===== src/hw/rtl/horizontal_run_length_histogram_core_macros.svh =====
// Assertion macros shared by the run-length histogram RTL.
// Each macro expects signals named clk and rst_n in the calling module.
`ifndef HORIZONTAL_RUN_LENGTH_HISTOGRAM_CORE_MACROS_SVH
`define HORIZONTAL_RUN_LENGTH_HISTOGRAM_CORE_MACROS_SVH

// Same-cycle implication, disabled while in reset.
`define HRLH_ASSERT_IMPL(name, ante, cons, msg) \
    name: assert property (@(posedge clk) disable iff (!rst_n) (ante) |-> (cons)) \
        else $error(msg);

// Next-cycle implication, disabled while in reset.
`define HRLH_ASSERT_NEXT(name, ante, cons, msg) \
    name: assert property (@(posedge clk) disable iff (!rst_n) (ante) |=> (cons)) \
        else $error(msg);

`endif


===== src/hw/rtl/hrlh_pkg.sv =====
package hrlh_pkg;

    localparam int HIST_BINS  = 256;
    localparam int COUNT_BITS = 32;
    localparam int BIN_W      = $clog2(HIST_BINS);

    // Run length counter: counts up to and holds at 256
    localparam int             LEN_W   = 9;
    localparam logic [LEN_W-1:0] RUN_CAP = 9'd256;

    localparam logic [7:0] START_A = 8'd2;
    localparam logic [7:0] START_B = 8'd6;

    localparam logic [7:0] MIN_LENGTH_RESET = 8'd4;
    localparam logic [7:0] MAX_LENGTH_RESET = 8'd80;

    localparam int CFG_IDX_W = 1;
    localparam logic [CFG_IDX_W-1:0] REG_MIN_LENGTH = 1'd0;
    localparam logic [CFG_IDX_W-1:0] REG_MAX_LENGTH = 1'd1;

    localparam logic FUNC_PIXEL = 1'b0;
    localparam logic FUNC_READ  = 1'b1;

    // Queue between front and back; depth must be a power of two
    localparam int QUEUE_DEPTH = 4;
    localparam int QPTR_W      = $clog2(QUEUE_DEPTH);
    localparam int QCNT_W      = QPTR_W + 1;

    localparam logic [COUNT_BITS-1:0] COUNT_MAX = '1;
    // Bin 1 lives in a flip-flop of its own in the back end
    localparam logic [BIN_W-1:0]      BIN_ONE   = BIN_W'(1);

    typedef struct packed {
        logic [7:0] min_length;
        logic [7:0] max_length;
    } cfg_t;

    // One histogram operation, as classified by the front end
    typedef struct packed {
        logic             is_read;  // read and clear, else increment
        logic             oob;      // read index beyond the bins
        logic             main_en;  // increment bin (not bin 1)
        logic [1:0]       one_cnt;  // increments for bin 1
        logic [BIN_W-1:0] bin;
    } op_t;

    function automatic logic [COUNT_BITS-1:0] sat_add(input logic [COUNT_BITS-1:0] a,
                                                      input logic [1:0] inc);
        logic [COUNT_BITS:0] sum;
        sum = {1'b0, a} + (COUNT_BITS + 1)'(inc);
        return (sum > {1'b0, COUNT_MAX}) ? COUNT_MAX : sum[COUNT_BITS-1:0];
    endfunction

endpackage


===== src/hw/rtl/hrlh_queue.sv =====
`include "horizontal_run_length_histogram_core_macros.svh"

module hrlh_queue (
    input  logic            clk,
    input  logic            rst_n,
    input  logic            push,
    input  hrlh_pkg::op_t   push_op,
    input  logic            pop,
    output hrlh_pkg::op_t   head,
    output logic            empty,
    output logic            full
);

    hrlh_pkg::op_t                 slot_reg [hrlh_pkg::QUEUE_DEPTH];
    logic [hrlh_pkg::QPTR_W-1:0]   wr_ptr_reg, rd_ptr_reg;
    logic [hrlh_pkg::QCNT_W-1:0]   count_reg;

    assign head  = slot_reg[rd_ptr_reg];
    assign empty = (count_reg == '0);
    assign full  = (count_reg == hrlh_pkg::QCNT_W'(hrlh_pkg::QUEUE_DEPTH));

    always_ff @(posedge clk)
    begin
        if (push)
        begin
            slot_reg[wr_ptr_reg] <= push_op;
        end
    end

    always_ff @(posedge clk or negedge rst_n)
    begin
        if (!rst_n)
        begin
            wr_ptr_reg <= '0;
            rd_ptr_reg <= '0;
            count_reg  <= '0;
        end
        else
        begin
            if (push)
            begin
                wr_ptr_reg <= wr_ptr_reg + hrlh_pkg::QPTR_W'(1);
            end
            if (pop)
            begin
                rd_ptr_reg <= rd_ptr_reg + hrlh_pkg::QPTR_W'(1);
            end
            if (push && !pop)
            begin
                count_reg <= count_reg + hrlh_pkg::QCNT_W'(1);
            end
            else if (pop && !push)
            begin
                count_reg <= count_reg - hrlh_pkg::QCNT_W'(1);
            end
        end
    end

    `HRLH_ASSERT_IMPL(a_no_underflow, pop, count_reg != '0, "pop from an empty queue")

endmodule


===== config.mk =====
export PLATFORM = sky130hd
export DESIGN_NAME = hrlh_queue
export DESIGN_NICKNAME = d
export VERILOG_FILES = /design/src/hw/rtl/hrlh_pkg.sv /design/src/hw/rtl/hrlh_queue.sv
export VERILOG_INCLUDE_DIRS = /design/src /design/src/hw/rtl
export SDC_FILE = /design/constraint.sdc
export NUM_CORES = 1
export LEC_CHECK = 0
export BUFFER_PORTS_ARGS = -buffer_cell sky130_fd_sc_hd__buf_2
export CORE_ASPECT_RATIO = 2
export CORE_MARGIN = 2
export CORE_UTILIZATION = 30
export CTS_BUF_LIST = sky130_fd_sc_hd__clkbuf_8 sky130_fd_sc_hd__clkbuf_16
export DETAILED_ROUTE_END_ITERATION = 6
export SLEW_MARGIN = 20
export SYNTH_ARGS = -nofsm -noshare
export SYNTH_HDL_FRONTEND = slang
export SYNTH_SLANG_ARGS = --single-unit

===== constraint.sdc =====
create_clock -name clk -period 1.2 [get_ports clk]
set_input_delay 0.12 -clock clk [delete_from_list [all_inputs] [get_ports clk]]
set_output_delay 0.12 -clock clk [all_outputs]
set_load 0.03 [all_outputs]

# After elaboration in Yosys (flattened, before gate mapping)
# Memory sizes are Yosys's and may differ from the RTL's.
# Index checks and enable logic that the tools add are counted.
[classes] n_addsub=4 multipliers=0 div_mod_pow=0 n_lt_le_gt_ge=0 n_eq_ne=1 n_shift=0 mux=4 bitwise_logic=0 reduce_logical=6
[ops] operator="two-way mux 3 bit" count=2
[ops] operator="adder 2 x 1 -> 2 bit, second input constant" count=2
[ops] operator="adder 3 x 1 -> 3 bit, second input constant" count=1
[ops] operator="== test 3 bit, second input constant" count=1
[ops] operator="zero test 3 bit" count=1
[ops] operator="subtractor 3 x 1 -> 3 bit, second input constant" count=1
[ops] operator="logical AND 1 bit" count=2
[ops] operator="zero test 1 bit" count=2
[ops] operator="two-way mux 1 bit" count=2
[ops] operator="nonzero test 2 bit" count=1
[totals] register_bits=7 latchBits=0 mem_bits_rw=52 romBits=0 input_bits=17 out_inout_bits=15 word_cells=19 memories=1
[mem_list] name="slot_reg" depth=4 word_bits=13 read_ports=1 rd_ports_with_merged_regs=0 write_ports=1 line="hrlh_queue.sv:14" rtl="hrlh_pkg::op_t slot_reg [hrlh_pkg::QUEUE_DEPTH];"

# Logic depth before layout (Yosys ltp)
[logic_depth] word_depth=4 mapped_depth=7 depth_no_buf=7

# Worst setup path after synthesis
# No wires, ideal clock.
[synth_path] kind="reg2reg" startpoint="register wr_ptr_reg[0] (netlist name)" endpoint="memory slot_reg[0][0] (netlist name) (enable)" setup_ps=361 arrival_time_ps=985 t_required_ps=839 setup_slack_ps=-146 path_stages_with_launch=4 path_buffers=0 period_less_slack_ps=1346 cell_sequence="dfrtp_1 > inv_1 > ha_1 > and2_1"
[synth_rtl] item="from (decl)" line="hrlh_queue.sv:15" rtl="logic [hrlh_pkg::QPTR_W-1:0] wr_ptr_reg, rd_ptr_reg;"
[synth_rtl] item="from (signal assigned)" line="hrlh_queue.sv:42" rtl="wr_ptr_reg <= wr_ptr_reg + hrlh_pkg::QPTR_W'(1);"
[synth_rtl] item="to (decl)" line="hrlh_queue.sv:14"
# Straight into the memory's write port.

==> run summary <==
outcome -> finished with violations
violated checks -> setup timing
Syn Std Cell Area -> 2300 sq um
Overall Power -> 9187 uW
part of the power in registers -> 0.319
Peak Freq -> 0.5963 GHz
Critical Path Sink Type -> output pin
CTS Buffer Depth -> 2
clock sinks -> 59
worst setup margin -> -477.1 ps
syn nets -> 125
Port Buffers -> 31
Max Slew Vio Count -> 0
largest net degree at the start of global routing -> 11
leakage -> 0.001235 uW
Slew HR -> 0.8771
library cells used by synthesis -> 19
vias in the first global route -> 1358
GRT Overall Usage -> 0.1174
initial core utilization -> 0.3071
Comb power frac -> 0.420
Num CTS Buffers -> 9
clk slew on worst S/H paths -> 50 ps
Synth warnings -> 0
Max Cap Viol -> 0
Clock power frac -> 0.260
fill cell count -> 641
Die Ht -> 127.8 um
Inserted Diodes -> 0
Int Pwr -> 6333 uW
multi-input logic area -> 595.6 sq um
WL met2 -> 2.360 mm
Psw -> 2854 uW
Syn Inst Count -> 102
kind of critical path -> register to output pin
Worst Setup Start Kind -> register
routed wl met3 -> 227 um
syn avg cell area -> 22.55 sq um
initial antenna violation count -> 0
Sw Ratio -> 0.3107
CP max FO -> 5
DPL Wire Length -> 2.754 mm
Top Metal Used -> met4
Die W -> 65.91 um
sequential area share after synthesis -> 0.7552
final hold violation count -> 0
wl on met1 -> 1.807 mm
Synth area leader -> edfxtp_1
HP Class -> input pin to register
register area -> 1738 sq um
Layout Cells excl Fill -> 272
Post-DRT Antenna Nets -> 0
global-route wire length before repair -> 6.934 mm
DR vias/cell -> 4.548
final setup fails -> 56
clock latency at the later pin of the worst-skew pair -> 320 ps
commonest non-fill, non-tap cell in the layout -> edfxtp_1
Synth top area share -> 0.6790
max reg flops -> 52
GP Congestion -> 0.6767
CP required -> 1080 ps
CTS tree -> done
Pwr Density -> 2783 nW/um^2
proportion of layout cells with a drive suffix above 1 -> 0.5730
clock root buffer -> clkbuf_16
WL per Instance -> 16.45 um
P&R area growth vs syn -> 43.53%
Rows -> 45
initial drt markers -> 90
Final Cell Area -> 3301 sq um
grt ovf -> 0
FF+latch count, synth -> 59
core footprint -> 7488 sq um
RSZ-0062 raised after global routing -> true
Pre-Repair DR Iteration Count -> 5
Post-route DRC -> 0
period utilization -> 1.398
most frequent cells in the layout -> 52 x edfxtp_1, 28 x buf_6, 16 x buf_2, 14 x buf_4, 13 x mux4_2
top cells by area, synth -> edfxtp_1 68%, mux4_2 7.8%, dfrtp_1 7.6%, mux4_1 5.7%, ha_1 2.7%
Final Net Count -> 196
Peak VDD IR -> 0.002121 V
placed instance area -> 2714 sq um
minimum clock period -> 1677 ps
DP Cell Count -> 242
die area -> 8425 sq um
Worst Tran Pin Value -> 184.3 ps
io pins -> 32
clk_skew -> 4.051 ps
via count -> 1237
WHS -> 11.90 ps
Post-Route WL -> 4.474 mm
CP Data Arrival Time -> 1560 ps
CTS HTree Levels -> 3
[worst paths after layout]
check	slack [ps]	to	startpoint	cells past startpoint
max in group asynchronous	850	wr_ptr_reg[0]	rst_n	2
worst max-delay path	-480	head[2]	rd_ptr_reg[0]	3
worst min-delay path	10	slot_reg[1][5]	push_op[5]	1
worst max register to register	-150	count_reg[2]	count_reg[0]	5
worst min register to register	560	count_reg[2]	count_reg[2]	1
min in group asynchronous	170	rd_ptr_reg[1]	rst_n	2
[worst max-delay path, cell delays in order, from the launching register on]
cell and delay [ps]:
dfrtp_1 400, buf_6 150, mux4_2 520, buf_6 160
[Yosys cell counts]
library cell / number
and2_1: 4
buf_12: 1
buf_2: 1
buf_6: 1
dfrtp_1: 7
edfxtp_1: 52
fa_1: 1
ha_1: 5
inv_1: 4
mux2_2: 1
mux4_1: 5
mux4_2: 8
nand2_1: 2
nor2_1: 1
nor3_1: 1
nor3b_1: 1
o21ai_0: 1
xnor2_1: 2
xor2_1: 4
[what timing repair did]
item | in CTS | in global routing
buffers inserted | 7 | 4
endpoints found under the setup margin | 69 | 58
cloned | 2 | 0
gates resized for setup | 61 | 6
pin swaps | 8 | 6
hold buffers | 1 | 0
hold endpoints to repair | 7 | 0
[logic make-up (layout without fill, tap and decap cells)]
kind of cell / count (synthesis) / count (layout) / share of synthesized area
AOI/OAI and AO/OA: 1 / 1 / 0.002174
adders and majority gates: 6 / 6 / 0.03591
xor gates and xnor gates: 6 / 6 / 0.02285
and+or+nand+nor: 9 / 11 / 0.02122
muxes: 14 / 14 / 0.1404
DFF: 59 / 59 / 0.7552
buffers and inverters: 7 / 81 / 0.02230
[per-stage QoR]
step	TNS [ps]	util	setup slack [ps]
floorplan	-1249	-	-100.6
global route	-10730	0.4408	-538.4
detailed placement	-9557	0.3624	-197.6
global placement	-8489	0.3624	-177.8
finish	-8662	0.4408	-477.1
CTS	-9132	0.4327	-505.7
[power groups by stage]
stage	Clock, uW	Sequential (uW)	Combinational (uW)
5_1_grt	2530	2970	4120
4_1_cts	2440	2940	3710
6_report	2390	2930	3860
3_3_place_gp	0	2910	2700
2_1_floorplan	0	2920	1850
3_5_place_dp	0	2940	2740
[final cells by class]
class / count / share of cell area
Clock buffer: 9 / 0.06823
Sequential cell: 59 / 0.5265
Tap cell: 94 / 0.03563
Clock inverter: 7 / 0.01782
Inverter: 4 / 0.004549
Multi-Input combinational cell: 38 / 0.1804
Timing Repair Buffer: 61 / 0.1668
[per-layer routing]
layer  GRT usage  vias to the layer above
met2      0.1943                       47
li1            -                      549
met3     0.04302                        8
met4     0.05515                        0
met1      0.1316                      633
met5           0                        -
Power figures use the tool's default switching activity.
