==> src/hw/rtl/horizontal_run_length_histogram_core_macros.svh <==
// Assertion macros shared by the run-length histogram RTL.
// Each macro expects signals named clk and rst_n in the calling module.
`ifndef HORIZONTAL_RUN_LENGTH_HISTOGRAM_CORE_MACROS_SVH
`define HORIZONTAL_RUN_LENGTH_HISTOGRAM_CORE_MACROS_SVH

// Same-cycle implication, disabled while in reset.
`define HRLH_ASSERT_IMPL(name, ante, cons, msg) \
    name: assert property (@(posedge clk) disable iff (!rst_n) (ante) |-> (cons)) \
        else $error(msg);

// Next-cycle implication, disabled while in reset.
`define HRLH_ASSERT_NEXT(name, ante, cons, msg) \
    name: assert property (@(posedge clk) disable iff (!rst_n) (ante) |=> (cons)) \
        else $error(msg);

`endif

==> src/hw/rtl/hrlh_pkg.sv <==
package hrlh_pkg;

    localparam int HIST_BINS  = 256;
    localparam int COUNT_BITS = 32;
    localparam int BIN_W      = $clog2(HIST_BINS);

    // Run length counter: counts up to and holds at 256
    localparam int             LEN_W   = 9;
    localparam logic [LEN_W-1:0] RUN_CAP = 9'd256;

    localparam logic [7:0] START_A = 8'd2;
    localparam logic [7:0] START_B = 8'd6;

    localparam logic [7:0] MIN_LENGTH_RESET = 8'd4;
    localparam logic [7:0] MAX_LENGTH_RESET = 8'd80;

    localparam int CFG_IDX_W = 1;
    localparam logic [CFG_IDX_W-1:0] REG_MIN_LENGTH = 1'd0;
    localparam logic [CFG_IDX_W-1:0] REG_MAX_LENGTH = 1'd1;

    localparam logic FUNC_PIXEL = 1'b0;
    localparam logic FUNC_READ  = 1'b1;

    // Queue between front and back; depth must be a power of two
    localparam int QUEUE_DEPTH = 4;
    localparam int QPTR_W      = $clog2(QUEUE_DEPTH);
    localparam int QCNT_W      = QPTR_W + 1;

    localparam logic [COUNT_BITS-1:0] COUNT_MAX = '1;
    // Bin 1 lives in a flip-flop of its own in the back end
    localparam logic [BIN_W-1:0]      BIN_ONE   = BIN_W'(1);

    typedef struct packed {
        logic [7:0] min_length;
        logic [7:0] max_length;
    } cfg_t;

    // One histogram operation, as classified by the front end
    typedef struct packed {
        logic             is_read;  // read and clear, else increment
        logic             oob;      // read index beyond the bins
        logic             main_en;  // increment bin (not bin 1)
        logic [1:0]       one_cnt;  // increments for bin 1
        logic [BIN_W-1:0] bin;
    } op_t;

    function automatic logic [COUNT_BITS-1:0] sat_add(input logic [COUNT_BITS-1:0] a,
                                                      input logic [1:0] inc);
        logic [COUNT_BITS:0] sum;
        sum = {1'b0, a} + (COUNT_BITS + 1)'(inc);
        return (sum > {1'b0, COUNT_MAX}) ? COUNT_MAX : sum[COUNT_BITS-1:0];
    endfunction

endpackage

==> src/hw/rtl/hrlh_in_if.sv <==
interface hrlh_in_if;
    logic       valid;
    logic       ready;
    logic       func;
    logic [7:0] pixel;
    logic       last_in_row;
    logic [7:0] bin_index;

    modport source (output valid, output func, output pixel, output last_in_row,
                    output bin_index, input ready);
    modport sink   (input valid, input func, input pixel, input last_in_row,
                    input bin_index, output ready);
endinterface

==> src/hw/rtl/hrlh_front.sv <==
`include "horizontal_run_length_histogram_core_macros.svh"

module hrlh_front (
    input  logic                clk,
    input  logic                rst_n,
    input  hrlh_pkg::cfg_t      cfg,
    hrlh_in_if.sink             in_ch,
    input  logic                q_full,
    output logic                push,
    output hrlh_pkg::op_t       push_op
);

    logic                         run_active_reg, run_active_next;
    logic                         run_six_reg, run_six_next;
    logic [hrlh_pkg::LEN_W-1:0]   run_len_reg, run_len_next;

    logic                         accept;
    logic [7:0]                   run_val;
    logic                         match, close_a, close_b;
    logic                         act1, act2, six2, start;
    logic [hrlh_pkg::LEN_W-1:0]   len1, len2;
    logic                         ca, cb, ca_one, cb_one;

    function automatic logic counted(input logic [hrlh_pkg::LEN_W-1:0] l,
                                     input hrlh_pkg::cfg_t c);
        return (l >= hrlh_pkg::LEN_W'(c.min_length)) &&
               (l <= hrlh_pkg::LEN_W'(c.max_length)) &&
               (int'(l) < hrlh_pkg::HIST_BINS);
    endfunction

    assign in_ch.ready = !q_full;
    assign accept      = in_ch.valid && in_ch.ready;

    always_comb
    begin
        run_val = run_six_reg ? hrlh_pkg::START_B : hrlh_pkg::START_A;
        match   = run_active_reg && (in_ch.pixel == run_val);
        close_a = run_active_reg && !match;
        act1    = match;
        len1    = (match && run_len_reg < hrlh_pkg::RUN_CAP)
                  ? hrlh_pkg::LEN_W'(run_len_reg + hrlh_pkg::LEN_W'(1)) : run_len_reg;
        start   = !act1 && (in_ch.pixel == hrlh_pkg::START_A ||
                            in_ch.pixel == hrlh_pkg::START_B);
        act2    = act1 || start;
        six2    = start ? (in_ch.pixel == hrlh_pkg::START_B) : (act1 && run_six_reg);
        len2    = start ? hrlh_pkg::LEN_W'(1) : len1;
        close_b = in_ch.last_in_row && act2;

        // Both closes only when a new run starts, so len2 is 1 then
        ca      = close_a && counted(run_len_reg, cfg);
        cb      = close_b && counted(len2, cfg);
        ca_one  = ca && (run_len_reg == hrlh_pkg::LEN_W'(1));
        cb_one  = cb && (len2 == hrlh_pkg::LEN_W'(1));

        run_active_next = close_b ? 1'b0 : act2;
        run_six_next    = close_b ? 1'b0 : six2;
        run_len_next    = close_b ? '0 : (act2 ? len2 : '0);

        push_op = '0;
        if (in_ch.func == hrlh_pkg::FUNC_READ)
        begin
            push_op.is_read = 1'b1;
            push_op.oob     = !(int'(in_ch.bin_index) < hrlh_pkg::HIST_BINS);
            push_op.bin     = hrlh_pkg::BIN_W'(in_ch.bin_index);
        end
        else
        begin
            push_op.main_en = (ca && !ca_one) || (cb && !cb_one);
            push_op.one_cnt = {1'b0, ca_one} + {1'b0, cb_one};
            push_op.bin     = (ca && !ca_one) ? hrlh_pkg::BIN_W'(run_len_reg)
                                              : hrlh_pkg::BIN_W'(len2);
        end
        push = accept && (push_op.is_read || push_op.main_en || push_op.one_cnt != 2'd0);
    end

    always_ff @(posedge clk or negedge rst_n)
    begin
        if (!rst_n)
        begin
            run_active_reg <= 1'b0;
            run_six_reg    <= 1'b0;
            run_len_reg    <= '0;
        end
        else if (accept && in_ch.func == hrlh_pkg::FUNC_PIXEL)
        begin
            run_active_reg <= run_active_next;
            run_six_reg    <= run_six_next;
            run_len_reg    <= run_len_next;
        end
    end

    `HRLH_ASSERT_IMPL(a_len_tracks_active, 1'b1,
                      run_active_reg == (run_len_reg != '0),
                      "run length and run activity disagree")
    `HRLH_ASSERT_NEXT(a_row_end_closes, accept && in_ch.func == hrlh_pkg::FUNC_PIXEL &&
                      in_ch.last_in_row, !run_active_reg,
                      "run still open after the end of a row")

endmodule

==> src/flat_wrapper.sv <==
// flat-port wrapper written by rule: the top's interface ports become plain ports
module hrlh_front_flat 
  (clk, rst_n, cfg, q_full, push, push_op, in_ch_valid, in_ch_func, in_ch_pixel, in_ch_last_in_row, in_ch_bin_index, in_ch_ready);
  hrlh_in_if in_ch_i ();
  input  logic clk;
  input  logic rst_n;
  input  hrlh_pkg::cfg_t cfg;
  input  logic q_full;
  output logic push;
  output hrlh_pkg::op_t push_op;
  input wire logic [$bits(in_ch_i.valid)-1:0] in_ch_valid;
  input wire logic [$bits(in_ch_i.func)-1:0] in_ch_func;
  input wire logic [$bits(in_ch_i.pixel)-1:0] in_ch_pixel;
  input wire logic [$bits(in_ch_i.last_in_row)-1:0] in_ch_last_in_row;
  input wire logic [$bits(in_ch_i.bin_index)-1:0] in_ch_bin_index;
  output wire logic [$bits(in_ch_i.ready)-1:0] in_ch_ready;
  assign in_ch_i.valid = in_ch_valid;
  assign in_ch_i.func = in_ch_func;
  assign in_ch_i.pixel = in_ch_pixel;
  assign in_ch_i.last_in_row = in_ch_last_in_row;
  assign in_ch_i.bin_index = in_ch_bin_index;
  assign in_ch_ready = in_ch_i.ready;
  hrlh_front u_core (.clk(clk), .rst_n(rst_n), .cfg(cfg), .in_ch(in_ch_i), .q_full(q_full), .push(push), .push_op(push_op));
endmodule
==> config.mk <==
export PLATFORM = sky130hd
export DESIGN_NAME = hrlh_front_flat
export DESIGN_NICKNAME = d
export VERILOG_FILES = /design/src/hw/rtl/hrlh_pkg.sv /design/src/hw/rtl/hrlh_in_if.sv /design/src/hw/rtl/hrlh_front.sv /design/src/flat_wrapper.sv
export VERILOG_INCLUDE_DIRS = /design/src /design/src/hw/rtl
export SDC_FILE = /design/constraint.sdc
export NUM_CORES = 1
export LEC_CHECK = 0
export ABC_AREA = 1
export BUFFER_PORTS_ARGS = -buffer_cell sky130_fd_sc_hd__buf_2
export CAP_MARGIN = 10
export CORE_MARGIN = 2
export CORE_UTILIZATION = 32
export CTS_CLUSTER_DIAMETER = 40
export DETAILED_ROUTE_END_ITERATION = 7
export SLEW_MARGIN = 25
export SYNTH_ARGS = -nofsm -noshare
export SYNTH_HDL_FRONTEND = slang
export SYNTH_SLANG_ARGS = --single-unit
export TNS_END_PERCENT = 1
==> constraint.sdc <==
create_clock -name clk -period 2.8 [get_ports clk]
set_input_delay 0.28 -clock clk [delete_from_list [all_inputs] [get_ports clk]]
set_output_delay 0.28 -clock clk [all_outputs]
set_load 0.02 [all_outputs]
# After elaboration in Yosys (flattened, before gate mapping)

Cells that the tools add are included.

Register bits: 11
Input bits: 38

Add/sub/neg operators: 2
Magnitude comparators: 7
Equal/unequal tests: 5
Muxes and demuxes: 12
Bitwise gates (word level): 1
Reductions and logical operators: 29

Operators by type and width:

| operator                                                         | number |
|---|---|
| 9-bit two-way mux                                                | 4 |
| 9-bit < comparator (second input constant)                       | 3 |
| 1-bit logical AND                                                | 19 |
| 9-bit by 1-bit == test with 1-bit output (second input constant) | 2 |
| 9-bit by 8-bit >= comparator with 1-bit output                   | 2 |
| 9-bit by 8-bit less-or-equal comparator with 1-bit output        | 2 |
| 8-bit two-way mux                                                | 2 |
| 9-bit by 1-bit adder with 9-bit output (second input constant)   | 1 |
| 8-bit by 2-bit == test with 1-bit output (second input constant) | 1 |
| 8-bit by 3-bit == test with 1-bit output (second input constant) | 1 |
| 8-bit == test                                                    | 1 |
| 3-bit two-way mux                                                | 2 |
| 1-bit logical OR                                                 | 5 |
| 1-bit logical NOT                                                | 4 |
| 1-bit two-way mux                                                | 3 |
| 1-bit by 1-bit adder with 2-bit output                           | 1 |
| 2-bit two-way mux                                                | 1 |
| 2-bit nonzero test                                               | 1 |
| 1-bit inverter                                                   | 1 |

# Depth between registers and ports, before layout

Word-level depth: 18
Gate-level depth with buffers: 26
Gate-level depth less buffers: 26

# Worst setup path after synthesis

Ideal clock, no wire load.

Kind: reg2out
Start point: register u_core.run_len_reg[0] (netlist bit)
End point: output port push
Arrival time: 2.784 ns
Data required time: 2.520 ns
Slack: -0.264 ns
Cell stages (with the launch flop): 20
Buffers on the path: 0
Cell sequence: dfrtp_1 > ha_1 > nand3_1 > xor2_1 > nand3_1 > nand2_1 > nand2_1 > inv_1 > ha_1 > nand2_1 > nor3_1 > nor2_1 > o21ai_0 > a21oi_1 > nor3_1 > ha_1 > nor3_1 > nand3_2 > nand2_1 > inv_1

Word-level cells in the longest chain between the ends: 16
Elaborated cells between the ends (all ways): 32
Classes of those cells: 2 x add/sub; 7 x order compare; 2 x eq/ne; 3 x mux; 18 x reduce/logical

Ends and longest elaborated chain:

| what                                                                                                                        | RTL line                           | text |
|---|---|---|
| from (decl)                                                                                                                 | hrlh_front.sv:15                   | `logic [hrlh_pkg::LEN_W-1:0] run_len_reg, run_len_next;` |
| from (signal assigned)                                                                                                      | hrlh_front.sv:88                   | `run_len_reg <= run_len_next;` |
| 9-bit < comparator                                                                                                          | hrlh_front.sv:28, hrlh_front.sv:40 |  |
| 1-bit logical AND                                                                                                           | hrlh_front.sv:40                   | `len1 = (match && run_len_reg < hrlh_pkg::RUN_CAP)` |
| 9-bit two-way mux                                                                                                           | hrlh_front.sv:41                   | `? hrlh_pkg::LEN_W'(run_len_reg + hrlh_pkg::LEN_W'(1)) : run_len_reg;` |
| 9-bit two-way mux                                                                                                           | hrlh_front.sv:46                   | `len2 = start ? hrlh_pkg::LEN_W'(1) : len1;` |
| 9-bit by 8-bit >= comparator with 1-bit output or 9-bit by 8-bit less-or-equal comparator with 1-bit output (tied branches) | hrlh_front.sv:26, hrlh_front.sv:27 |  |
| 1-bit logical AND                                                                                                           | hrlh_front.sv:26                   | `return (l >= hrlh_pkg::LEN_W'(c.min_length)) &&` |
| 1-bit logical AND                                                                                                           | hrlh_front.sv:27                   | `(l <= hrlh_pkg::LEN_W'(c.max_length)) &&` |
| 1-bit logical AND                                                                                                           | hrlh_front.sv:51                   | `cb = close_b && counted(len2, cfg);` |
| 1-bit logical AND                                                                                                           | hrlh_front.sv:53                   | `cb_one = cb && (len2 == hrlh_pkg::LEN_W'(1));` |
| 1-bit logical NOT                                                                                                           | hrlh_front.sv:68                   | `push_op.main_en = (ca && !ca_one) \|\| (cb && !cb_one);` |
| 1-bit logical AND                                                                                                           | hrlh_front.sv:68                   |  |
| 1-bit logical OR                                                                                                            | hrlh_front.sv:68                   |  |
| 3-bit two-way mux (*)                                                                                                       | hrlh_front.sv:60                   | `if (in_ch.func == hrlh_pkg::FUNC_READ)` |
| 1-bit logical OR                                                                                                            | hrlh_front.sv:73                   | `push = accept && (push_op.is_read \|\| push_op.main_en \|\| push_op.one_cnt != 2'd0);` |
| 1-bit logical OR (*)                                                                                                        | hrlh_front.sv:73                   |  |
| 1-bit logical AND (*)                                                                                                       | hrlh_front.sv:73                   |  |
| to (decl)                                                                                                                   | flat_wrapper.sv:9                  | `output logic push;` |

Every way passes the cells marked *; elsewhere a longest branch is shown, timed or not.

# Final worst setup path

Start point: register u_core.run_six_reg
End point: output port push

Word-level cells in the longest chain between the ends: 18
Elaborated cells between the ends (all ways): 32
Classes of those cells: 1 x add/sub; 3 x order compare; 2 x eq/ne; 4 x mux; 22 x reduce/logical

Ends and longest elaborated chain:

| what                                                                                                                        | RTL line                                             | text |
|---|---|---|
| from (decl)                                                                                                                 | hrlh_front.sv:14                                     | `logic run_six_reg, run_six_next;` |
| from (signal assigned)                                                                                                      | hrlh_front.sv:87                                     | `run_six_reg <= run_six_next;` |
| 3-bit two-way mux (*)                                                                                                       | hrlh_front.sv:36                                     | `run_val = run_six_reg ? hrlh_pkg::START_B : hrlh_pkg::START_A;` |
| 8-bit == test (*)                                                                                                           | hrlh_front.sv:37                                     | `match = run_active_reg && (in_ch.pixel == run_val);` |
| 1-bit logical AND (*)                                                                                                       | hrlh_front.sv:37                                     |  |
| 1-bit logical AND or 1-bit logical NOT (tied branches)                                                                      | hrlh_front.sv:40, hrlh_front.sv:38, hrlh_front.sv:42 |  |
| 9-bit two-way mux or 1-bit logical AND (tied branches)                                                                      | hrlh_front.sv:41, hrlh_front.sv:42                   |  |
| 9-bit two-way mux                                                                                                           | hrlh_front.sv:46                                     |  |
| 9-bit by 8-bit >= comparator with 1-bit output or 9-bit by 8-bit less-or-equal comparator with 1-bit output (tied branches) | hrlh_front.sv:26, hrlh_front.sv:27                   |  |
| 1-bit logical AND                                                                                                           | hrlh_front.sv:26                                     |  |
| (+2 left out)                                                                                                               | -                                                    |  |
| 1-bit logical AND                                                                                                           | hrlh_front.sv:53                                     |  |
| 1-bit logical NOT                                                                                                           | hrlh_front.sv:68                                     |  |
| 1-bit logical AND                                                                                                           | hrlh_front.sv:68                                     |  |
| 1-bit logical OR                                                                                                            | hrlh_front.sv:68                                     |  |
| 3-bit two-way mux (*)                                                                                                       | hrlh_front.sv:60                                     |  |
| 1-bit logical OR                                                                                                            | hrlh_front.sv:73                                     |  |
| 1-bit logical OR (*)                                                                                                        | hrlh_front.sv:73                                     |  |
| 1-bit logical AND (*)                                                                                                       | hrlh_front.sv:73                                     |  |

Marks and branches as above.

==> reports/metrics.yaml <==
final_layout:
  areaGrowthSynthToFinish_pct: 54.8
  final_common_cell: "nand2_1"
  final_nets: 516
  largest_reg_flops: 9
  diodes: 0
  drive_gt1_frac: 0.432
  final_cell_mix: "nand2_1 (79), buf_4 (57), buf_2 (48), inv_1 (43), nor2_1 (28)"
  final_util: 0.510
  final_cell_area_um2: 3240
run_status:
  status: "complete, but fails checks"
  violations: "negative setup slack"
setup_path:
  required_ps: 2520
  worst-setup-path-type: "reg2out"
  critPathMaxFanout: 5
  end_kind: "output pin"
  arrival_ps: 3100
  start_kind: "flip-flop"
route:
  vias_per_cell: 4.91
  vias: 2546
  drt-total-wl_um: 6930
  drt_iter0_markers: 73
  drc: 0
  antenna_left: 0
  avgRoutedWirePerCell_um: 13.3
  first_pass_iters: 4
die:
  chipWidth_um: 84.9
  dieArea_um2: 7200
  start_util: 0.330
  io_pins: 53
  rows: 29
  coreArea_um2: 6350
  die_h_um: 84.9
global_route:
  grt_pass1_vias: 2701
  grt_usage: 0.205
  antenna_found_initial: 0
  grt_pass1_wl_um: 12100
  grt_overflow: 0
  grt_max_degree: 19
synthesis:
  ys_seq_area_frac: 0.132
  synthDistinctLibCells: 38
  yosysWarnings: 0
  synthTopCellsByArea: "ha_1 (21%), nand2_1 (16%), dfrtp_1 (13%)"
  yosysTopAreaCellShare: 0.209
  synth-edff-count: 0
  syn_avg_cell_area_um2: 6.34
  synthCells: 330
  async_flop_share: 1.00
  yosys.area.top_type: "ha_1"
  syn_area_um2: 2090
  synth_nets: 403
  synth_seq_cells: 11
  synth_flop_cell: "dfrtp_1"
timing:
  rsz0062_at_grt: "true"
  setup_viol_count_final: 12
  worst_clock_skew_ps: 0.447
  tns_ps: -2510
  slew_viol_final: 0
  whs_ps: 426
  hold_violations: 0
  fin_crit_sh: 1.21
  timing.final.ws_setup_ps: -577
  max_freq_ghz: 0.296
  min_period_ps: 3380
placement:
  post-place-ws_ps: -494
  hpwl_um: 5650
  placed_area_um2: 2780
  io_buffers: 51
  gp_congestion: 0.912
pwr:
  power_density_nw_per_um2: 148
  p_clk_frac: 0.329
  vdd_drop_max_v: 0.000182
  seqPwrFrac: 0.334
  internal_power_uw: 329
  power.switching_uw: 151
  swShare: 0.315
  leakage_uw: 0.00178
  comb_power_share: 0.336
clocking:
  cts_tree: "done"
  clock-root-buffer: "clkbuf_8"
  cts_sinks: 11
  clock_latency_ps: 240
  clk_pin_slew_ps: 50
  cts.path.max_buffers: 2
  htreeDepth: 1
  numCtsBuffers: 3
hold_path:
  hold_class: "in2reg"
run:
  drv_cap: 0
## cell type report
cell class	instances	area, um2
Fill cell	661	3110
Multi-Input combinational cell	258	1830
Timing Repair Buffer	115	779
Sequential cell	11	279
Inverter	54	208
Tap cell	77	96.3
Clock buffer	4	45.0
## kinds of logic (layout without fill, tap and decap cells)
kind of cell               Yosys count  after routing  synth area share
other                                1              1           0.00179
AOI/OAI and AO/OA                   44             44             0.123
and+or+nand+nor                    175            175             0.401
DFF                                 11             11             0.131
xor gates and xnor gates             3              3            0.0126
adders and majority gates           35             35             0.209
buffers and inverters               61            173             0.121
## power by group through the flow
| stage | Clock [uW] | Combinational (uW) | Sequential, uW |
|---|---|---|---|
| after floorplan | 0 | 78.9 | 163 |
| after global placement | 0 | 138 | 163 |
| after detailed placement | 0 | 140 | 163 |
| after CTS | 166 | 156 | 160 |
| after global routing | 173 | 181 | 160 |
| final | 158 | 162 | 161 |
## per-layer routing
metal | GRT usage | wire length, um | part of all wire
met5 | 0 | 0 | 0
met4 | 0.0707 | 122 | 0.018
met3 | 0.0165 | 164 | 0.024
met2 | 0.356 | 3440 | 0.50
met1 | 0.268 | 3200 | 0.46
## what timing repair did
action	CTS	global route
gates resized for setup	45	20
hold buffers	1	0
setup buffers	12	1
setup endpoints to repair	12	12
hold endpoints to repair	11	0
pin swaps	35	28
## critical path, stage by stage, from the launching register on
cell	delay, ps
dfrtp_1	370
inv_2	50
nand2_2	80
nand3_4	100
nor2_8	170
buf_6	120
nand3_1	120
nand3_4	100
inv_2	50
ha_4	250
nand2_1	50
nor2_2	120
nand2_1	70
nand3_2	70
nand2_1	50
nand2_1	50
nand2_1	40
nand2_1	50
nand2_1	60
nand2_2	80
nor3_2	40
ha_1	310
nor3_2	130
nand3_2	90
nand2_2	70
inv_2	30
buf_6	120
## cells in the mapped netlist, types with 2 or more instances
master / instances
ha_1: 35
buf_4: 2
nor2_2: 5
inv_1: 50
nand4_1: 8
nand2_1: 91
nand3_1: 17
clkbuf_1: 2
buf_6: 2
dfrtp_1: 11
inv_2: 3
nor2_1: 29
nand3_2: 3
nor3_1: 6
nand2_2: 8
a21oi_1: 15
nand3_4: 2
o22ai_1: 8
o21ai_1: 8
o21ai_0: 6
xor2_1: 2
## metrics by stage
stage	total power, uW	std cells
floorplan	242	330
global placement	301	501
detailed placement	303	501
CTS	482	518
global route	514	519
finish	481	519
## final timing paths
kind,startpoint,endpoint,slack [ps],depth (start not counted)
hold / removal,in_ch_last_in_row,u_core.run_six_reg,430,4
min in group asynchronous,rst_n,u_core.run_active_reg,440,2
setup / recovery,u_core.run_six_reg,push,-580,26
setup reg to reg,u_core.run_six_reg,u_core.run_len_reg[7],1200,12
hold reg to reg,u_core.run_active_reg,u_core.run_active_reg,640,2
max in group asynchronous,rst_n,u_core.run_len_reg[1],2130,2
(Power assumes the default switching activity.)
